`src/rtl/core/bdd_pkg.sv`:
```
// Shared constants, types and helper functions for the block dictionary decompressor.
// Every file under rtl/core but bdd_ifs depends on this package.
`timescale 1ns / 1ps
`default_nettype none

package bdd_pkg;

    localparam int unsigned DICT_ENTRIES  = 256;
    localparam int unsigned ENTRY_BYTES   = 8;
    localparam int unsigned MAX_OUT_BYTES = 16 * 1024;

    localparam int unsigned IDX_W   = $clog2(DICT_ENTRIES);
    localparam int unsigned ENTRY_W = 8 * ENTRY_BYTES;
    localparam int unsigned CNT_W   = $clog2(ENTRY_BYTES + 1);
    localparam int unsigned POS_W   = $clog2(ENTRY_BYTES);
    localparam int unsigned REM_W   = $clog2(MAX_OUT_BYTES);

    localparam logic [1:0] STATUS_OK    = 2'd0;
    localparam logic [1:0] STATUS_TRUNC = 2'd1;
    localparam logic [1:0] STATUS_RANGE = 2'd2;

    typedef enum logic [5:0] {
        PH_CHECK   = 6'b000001,
        PH_SIZE    = 6'b000010,
        PH_INDEX   = 6'b000100,
        PH_MASK    = 6'b001000,
        PH_LIT     = 6'b010000,
        PH_DISCARD = 6'b100000
    } phase_t;

    // One window (or end marker) handed from the parser to the emitter.
    // count == 0 with last set is an empty end marker.
    typedef struct packed {
        logic [ENTRY_W-1:0] data;
        logic [CNT_W-1:0]   count;
        logic               last;
        logic [1:0]         status;
    } job_t;

    // Byte count of a window: min(req, ENTRY_BYTES, rem).
    function automatic logic [CNT_W-1:0] clip_count(input logic [7:0] req,
                                                    input logic [REM_W-1:0] rem);
        logic [CNT_W-1:0] c;
        if (req >= 8'(ENTRY_BYTES))
            c = CNT_W'(ENTRY_BYTES);
        else
            c = req[CNT_W-1:0];
        if (REM_W'(c) > rem)
            c = rem[CNT_W-1:0];
        return c;
    endfunction

    // Byte modulo DICT_ENTRIES; the entry count is a power of two, so the
    // wrap keeps the low index bits.
    function automatic logic [IDX_W-1:0] wrap_index(input logic [7:0] b);
        return b[IDX_W-1:0];
    endfunction

    // Position of the lowest set bit in a literal mask (0 if none).
    function automatic logic [POS_W-1:0] lowest_bit(input logic [ENTRY_BYTES-1:0] m);
        logic [POS_W-1:0] p;
        p = '0;
        for (int i = ENTRY_BYTES - 1; i >= 0; i--)
        begin
            if (m[i])
                p = POS_W'(i);
        end
        return p;
    endfunction

endpackage

`default_nettype wire

```
`src/rtl/core/bdd_ifs.sv`:
```
// Valid/ready stream interfaces for the compressed input and decompressed output.
// Depends on nothing but the language.
`timescale 1ns / 1ps
`default_nettype none


interface bdd_out_if;
    logic       valid;
    logic       ready;
    logic [7:0] out_byte;
    logic       out_valid;
    logic       out_end;
    logic [1:0] out_status;

    modport source (output valid, output out_byte, output out_valid, output out_end,
                    output out_status, input ready);
    modport sink   (input valid, input out_byte, input out_valid, input out_end,
                    input out_status, output ready);
endinterface

`default_nettype wire

```
`src/rtl/core/bdd_emit.sv`:
```
// Window emitter: shifts one job out a byte per cycle into the output register while decomp is ready.
// Depends on bdd_pkg and bdd_out_if.
`timescale 1ns / 1ps
`default_nettype none

module bdd_emit
    import bdd_pkg::*;
(
    input  wire logic  clk,
    input  wire logic  rst_n,
    input  wire logic  job_valid,
    input  wire job_t  job,
    output logic       job_ready,
    bdd_out_if.source  decomp
);

    logic [ENTRY_W-1:0] sh_data_reg, sh_data_next;
    logic [CNT_W-1:0]   sh_left_reg, sh_left_next;
    logic               sh_mark_reg, sh_mark_next;
    logic               sh_last_reg, sh_last_next;
    logic [1:0]         sh_status_reg, sh_status_next;

    logic               ob_valid_reg, ob_valid_next;
    logic [7:0]         ob_byte_reg, ob_byte_next;
    logic               ob_data_reg, ob_data_next;
    logic               ob_end_reg, ob_end_next;
    logic [1:0]         ob_status_reg, ob_status_next;

    logic sh_busy;
    logic advance;
    logic take;

    assign sh_busy   = (sh_left_reg != '0) || sh_mark_reg;
    assign advance   = sh_busy && (!ob_valid_reg || decomp.ready);
    // busy with nothing left to shift means an end marker is pending
    assign job_ready = !sh_busy || (advance && sh_left_reg <= CNT_W'(1));
    assign take      = job_valid && job_ready;

    assign decomp.valid      = ob_valid_reg;
    assign decomp.out_byte   = ob_byte_reg;
    assign decomp.out_valid  = ob_data_reg;
    assign decomp.out_end    = ob_end_reg;
    assign decomp.out_status = ob_status_reg;

    always_comb
    begin
        sh_data_next   = sh_data_reg;
        sh_left_next   = sh_left_reg;
        sh_mark_next   = sh_mark_reg;
        sh_last_next   = sh_last_reg;
        sh_status_next = sh_status_reg;
        ob_valid_next  = ob_valid_reg;
        ob_byte_next   = ob_byte_reg;
        ob_data_next   = ob_data_reg;
        ob_end_next    = ob_end_reg;
        ob_status_next = ob_status_reg;

        if (advance)
        begin
            ob_valid_next = 1'b1;
            if (sh_left_reg != '0)
            begin
                ob_byte_next   = sh_data_reg[7:0];
                ob_data_next   = 1'b1;
                ob_end_next    = sh_last_reg && (sh_left_reg == CNT_W'(1));
                ob_status_next = STATUS_OK;
                sh_data_next   = sh_data_reg >> 8;
                sh_left_next   = sh_left_reg - CNT_W'(1);
            end
            else
            begin
                ob_byte_next   = 8'd0;
                ob_data_next   = 1'b0;
                ob_end_next    = 1'b1;
                ob_status_next = sh_status_reg;
                sh_mark_next   = 1'b0;
            end
        end
        else if (decomp.ready)
            ob_valid_next = 1'b0;

        if (take)
        begin
            sh_data_next   = job.data;
            sh_left_next   = job.count;
            sh_mark_next   = (job.count == '0);
            sh_last_next   = job.last;
            sh_status_next = job.status;
        end
    end

    always_ff @(posedge clk or negedge rst_n)
    begin
        if (!rst_n)
        begin
            sh_left_reg  <= '0;
            sh_mark_reg  <= 1'b0;
            ob_valid_reg <= 1'b0;
        end
        else
        begin
            sh_left_reg  <= sh_left_next;
            sh_mark_reg  <= sh_mark_next;
            ob_valid_reg <= ob_valid_next;
        end
    end

    always_ff @(posedge clk)
    begin
        sh_data_reg   <= sh_data_next;
        sh_last_reg   <= sh_last_next;
        sh_status_reg <= sh_status_next;
        ob_byte_reg   <= ob_byte_next;
        ob_data_reg   <= ob_data_next;
        ob_end_reg    <= ob_end_next;
        ob_status_reg <= ob_status_next;
    end

endmodule

`default_nettype wire

```
`src/flat_wrapper.sv`:
```
// flat-port wrapper written by rule: the top's interface ports become plain ports
module bdd_emit_flat import bdd_pkg::*;
  (clk, rst_n, job_valid, job, job_ready, decomp_valid, decomp_out_byte, decomp_out_valid, decomp_out_end, decomp_out_status, decomp_ready);
  bdd_out_if decomp_i ();
  input  wire logic clk;
  input  wire logic rst_n;
  input  wire logic job_valid;
  input  wire job_t job;
  output logic job_ready;
  output wire logic [$bits(decomp_i.valid)-1:0] decomp_valid;
  output wire logic [$bits(decomp_i.out_byte)-1:0] decomp_out_byte;
  output wire logic [$bits(decomp_i.out_valid)-1:0] decomp_out_valid;
  output wire logic [$bits(decomp_i.out_end)-1:0] decomp_out_end;
  output wire logic [$bits(decomp_i.out_status)-1:0] decomp_out_status;
  input wire logic [$bits(decomp_i.ready)-1:0] decomp_ready;
  assign decomp_valid = decomp_i.valid;
  assign decomp_out_byte = decomp_i.out_byte;
  assign decomp_out_valid = decomp_i.out_valid;
  assign decomp_out_end = decomp_i.out_end;
  assign decomp_out_status = decomp_i.out_status;
  assign decomp_i.ready = decomp_ready;
  bdd_emit u_core (.clk(clk), .rst_n(rst_n), .job_valid(job_valid), .job(job), .job_ready(job_ready), .decomp(decomp_i));
endmodule
```
`config.mk`:
```
export PLATFORM = sky130hd
export DESIGN_NAME = bdd_emit_flat
export DESIGN_NICKNAME = d
export VERILOG_FILES = /design/src/rtl/core/bdd_pkg.sv /design/src/rtl/core/bdd_ifs.sv /design/src/rtl/core/bdd_emit.sv /design/src/flat_wrapper.sv
export SDC_FILE = /design/constraint.sdc
export NUM_CORES = 1
export LEC_CHECK = 0
export BUFFER_PORTS_ARGS = -buffer_cell sky130_fd_sc_hd__buf_4
export CAP_MARGIN = 30
export CORE_UTILIZATION = 54
export CTS_BUF_LIST = sky130_fd_sc_hd__clkbuf_16
export CTS_CLUSTER_DIAMETER = 50
export DETAILED_ROUTE_END_ITERATION = 8
export PLACE_DENSITY = 0.91
export SYNTH_ARGS = -nofsm -noshare
export SYNTH_HDL_FRONTEND = slang
export SYNTH_SLANG_ARGS = --single-unit
```
`constraint.sdc`:
```
create_clock -name clk -period 4.15 [get_ports clk]
set_clock_uncertainty 0.2 [all_clocks]
set_input_delay 0.83 -clock clk [delete_from_list [all_inputs] [get_ports clk]]
set_output_delay 0.83 -clock clk [all_outputs]
set_load 0.01 [all_outputs]
```
==> summary by stage <==
Run status
The flow ran to the end, and the final reports show no timing, DRC or antenna violations.

Setup path
The maximum fanout count along the critical path is 64. The worst register-to-register path has a setup slack of about 1.4 ns. The worst setup path is launched from a flip-flop.

The required time at the endpoint of the critical path is between 3 and 4 ns. The data arrival at the endpoint of the critical path is between 2 and 2.5 ns. STA classifies the critical path endpoint as a flip-flop. Counting cells, the worst reg-to-reg path comes to 7.

The critical path start-end classification is reg -> reg.

CTS
The master cell of the clock root buffer is sky130_fd_sc_hd__clkbuf_16. The number of setup buffers added after CTS is 0. The clock drives 85 sinks. For the worst-skew pair, the clock arrives at the later sink with an insertion delay of roughly 0.33 ns. The quantity of gates resized following cts is 0. The CTS buffer count is 9.

The H-tree was split into 3 levels. In this run, post-CTS hold repair placed 0 buffers. After clock tree synthesis, the clock-pin slew on the worst setup and hold paths is approximately 0.060 ns. In this run the deepest clock path goes through 2 buffers.

TritonCTS built the clock tree.

Route
In the routed design, unresolved DRC markers number 0. The violation count after the first detailed-routing iteration is 114. The number of detailed-route iterations in the first pass is 4.

The total number of vias is between 2,000 and 2,500. The detailed-route wire length is ~6500 um. In this run the remaining antenna-violating nets after routing total 0. Dividing the detail-routed wire length by the instance count gives roughly 16 um.

The ratio of routed vias to standard cells is about 5.

Placed design
Timing analysis after detailed placement gives a worst setup slack of about 1.3 ns. After detailed placement, the total cell area comes to ~4600 um^2. The HPWL after detailed placement is between 4000 and 5000 um.

The count of input and output buffers is 88. The congestion estimate from routability-driven global placement came to just under 0.8.

Synthesis
Counting every net in the synthesized netlist gives 283. The biggest area contributor in the post-synthesis netlist is sky130_fd_sc_hd__edfxtp_1. The netlist uses 24 different library cells. The flip-flop and latch count after synthesis is 85. Yosys instantiated no cell more often than sky130_fd_sc_hd__edfxtp_1.

The share of Yosys cell area claimed by the top area cell type is about three fifths. By count the netlist is led by sky130_fd_sc_hd__edfxtp_1, sky130_fd_sc_hd__mux2_4, sky130_fd_sc_hd__and2_1. The async set-reset flop share out of synthesis is under 10%. A synthesized cell averages about 19 um^2. The total of warnings raised by yosys is 0. By area the synthesized netlist is led by sky130_fd_sc_hd__edfxtp_1, sky130_fd_sc_hd__mux2_4, sky130_fd_sc_hd__dfrtp_1. Summing every instance area after synthesis gives between 3000 and 4000 um^2. In the synthesized netlist the dominant register cell turns out to be sky130_fd_sc_hd__edfxtp_1.

The sequential share of the synthesized area is about two thirds. The number of enable-type register cells in the synthesized netlist is slightly below 80. The cell count after synthesis is 205.

Global routing
Global routing finished with a remaining overflow of 0. The pin count of the biggest net entering global routing is 65. The via count of the first global-routing pass is 2,130.

The number of antenna violations at the first check in global routing is 0. The overall routing resource usage is a little under a fifth. The wire length of the first global-routing pass is 10,100 um.

Final layout
The sequential standard cell area is 2520 um^2. The total number of nets in the final design is 378. The cell area after layout is slightly below 5000 um^2. The area growth from synthesis to layout is 26.7%.

The fraction of layout cells with a size suffix above 1 is between 50 and 60%. The number of antenna diodes in the final layout is 0. The register with the most flip-flops in the layout has 64 of them. The number of fill cells in the layout is ~430. The area occupied by multi-input gates is around 1200 um^2.

Pwr
Dividing total power by cell area gives a power density of between 700 and 800 nW/um^2. Internal power comes to ~2.7 mW. Summed over all nets, the switching power comes to 0.919 mW.

Summed over all cells, the static leakage comes to about 2.2 nW. Net switching is 25.4% of the power. The combinational group share of total power is between 30 and 40%. The power share of the sequential group is between 40% and 50%. Across the VDD grid, the largest voltage drop is 0.000331 V.

The share of total power dissipated in the clock network is a little over a fifth.

Die
The vertical die dimension is roughly 86 um. The starting density of the core is between 50% and 60%. The number of rows created at floorplan is 30. The die outline area is between 7000 and 8000 um^2. The region available for standard cell placement spans 6830 um^2. The width of the die is 86.3 um.

For this design the top-level I/O count stands at 89.

STA
The worst-case headroom to the max-slew limit is 41.6%. The minimum hold slack is around 0.093 ns. Setup total negative slack on the finished layout was measured at 0 ns. Based on the critical path, the design can be clocked at up to about 370 MHz. Once routing completed, OpenROAD measured the worst setup slack at 1.44 ns. The number of hold-slack violations in the final timing report is 0. The count of endpoints failing setup in the final report is 0. The routed design could run at a clock period as short as roughly 2.7 ns. The total count of max-transition violations in the final report is 0. The share of the cycle needed by the critical path after routing is between 60% and 70%. The actual transition at the worst max-transition pin is approximately 0.87 ns. Setup repair after global routing left no endpoint under its margin.

Min path
The worst hold-check path type is in -> async.

Flow run
The max-capacitance violation count is 0.
final timing paths:
path                                        from                   endpoint
setup / recovery           u_core.sh_left_reg[0]      u_core.sh_data_reg[1]
hold / removal                             rst_n        u_core.decomp.valid
setup reg to reg           u_core.sh_left_reg[0]      u_core.sh_data_reg[1]
hold reg to reg            u_core.sh_data_reg[7]  u_core.decomp.out_byte[7]
max in group asynchronous                  rst_n         u_core.sh_mark_reg
min in group clk           u_core.sh_data_reg[7]  u_core.decomp.out_byte[7]
kinds of logic (layout without fill, tap and decap cells):
logic type	count (synthesis)	after routing	share of synthesized area (%)
compound gates	7	7	1.17
flops	85	85	65.7
xor+xnor	1	1	0.228
fa+ha+maj	3	3	0.978
mux	62	62	23.8
simple gates	34	34	5.67
buf+inv	13	113	2.44
placed cells by master (no fill, tap or decap):
cell                          n
sky130_fd_sc_hd__nor2_1       5
sky130_fd_sc_hd__nand2_2      1
sky130_fd_sc_hd__or4_1        1
sky130_fd_sc_hd__o22ai_2      1
sky130_fd_sc_hd__nor2b_4      1
sky130_fd_sc_hd__mux2_2       3
sky130_fd_sc_hd__bufinv_16    1
sky130_fd_sc_hd__nand2_1      2
sky130_fd_sc_hd__clkinvlp_4   2
sky130_fd_sc_hd__nand3_4      1
sky130_fd_sc_hd__clkinv_4     1
sky130_fd_sc_hd__clkinv_1     2
sky130_fd_sc_hd__ha_1         3
sky130_fd_sc_hd__inv_1        6
sky130_fd_sc_hd__and2_1      19
sky130_fd_sc_hd__xnor2_1      1
sky130_fd_sc_hd__mux2i_1      1
sky130_fd_sc_hd__buf_4       91
sky130_fd_sc_hd__nor3_1       1
sky130_fd_sc_hd__nand2b_1     1
sky130_fd_sc_hd__dfrtp_1      6
sky130_fd_sc_hd__clkbuf_16    9
sky130_fd_sc_hd__clkinv_2     1
sky130_fd_sc_hd__o21ai_0      4
sky130_fd_sc_hd__nor4_1       1
sky130_fd_sc_hd__mux2_4      58
sky130_fd_sc_hd__a21oi_1      1
sky130_fd_sc_hd__nor3b_2      1
sky130_fd_sc_hd__o31ai_1      1
sky130_fd_sc_hd__edfxtp_1    79
metrics by stage:
step | instances | power [mW] | util, %
2_1_floorplan | 205 | 2.56 | -
3_3_place_gp | 385 | 2.77 | 67.0
3_5_place_dp | 385 | 2.85 | 67.0
4_1_cts | 401 | 3.64 | 71.2
5_1_grt | 401 | 3.78 | 71.2
6_report | 401 | 3.61 | 71.2
cell type report:
cell class                      instances  share of cell area, %
Sequential cell                        85                   51.8
Multi-Input combinational cell        107                   25.2
Timing Repair Buffer                   91                   14.0
Clock buffer                            9                   4.63
Tap cell                               96                   2.47
Clock inverter                          7                   1.36
Inverter                                6                  0.463
power by group through the flow:
stage | registers (mW) | logic, mW | clock network, mW
after global routing | 1.71 | 1.24 | 0.829
after CTS | 1.68 | 1.17 | 0.795
after global placement | 1.66 | 1.11 | 0
after detailed placement | 1.69 | 1.16 | 0
final | 1.68 | 1.16 | 0.778
after floorplan | 1.68 | 0.882 | 0
worst max-delay path: stages, from the launching register on:
cell and delay (ns):
sky130_fd_sc_hd__dfrtp_1 0.42, sky130_fd_sc_hd__inv_1 0.08, sky130_fd_sc_hd__ha_1 0.24, sky130_fd_sc_hd__nor3b_2 0.20
sky130_fd_sc_hd__inv_1 0.24, sky130_fd_sc_hd__nand2_1 0.20, sky130_fd_sc_hd__nand2_2 0.10, sky130_fd_sc_hd__buf_4 0.64
per-layer routing:
layer  up-vias  wire length [um]  global-route usage [%]
met5         -                 0                       0
met4         0               108                    8.18
met3        13               555                    6.67
met2        89              3230                    31.4
met1       943              2640                    22.0
li1        962                 -                       -
No activity file was read; power rests on OpenSTA's default activity.
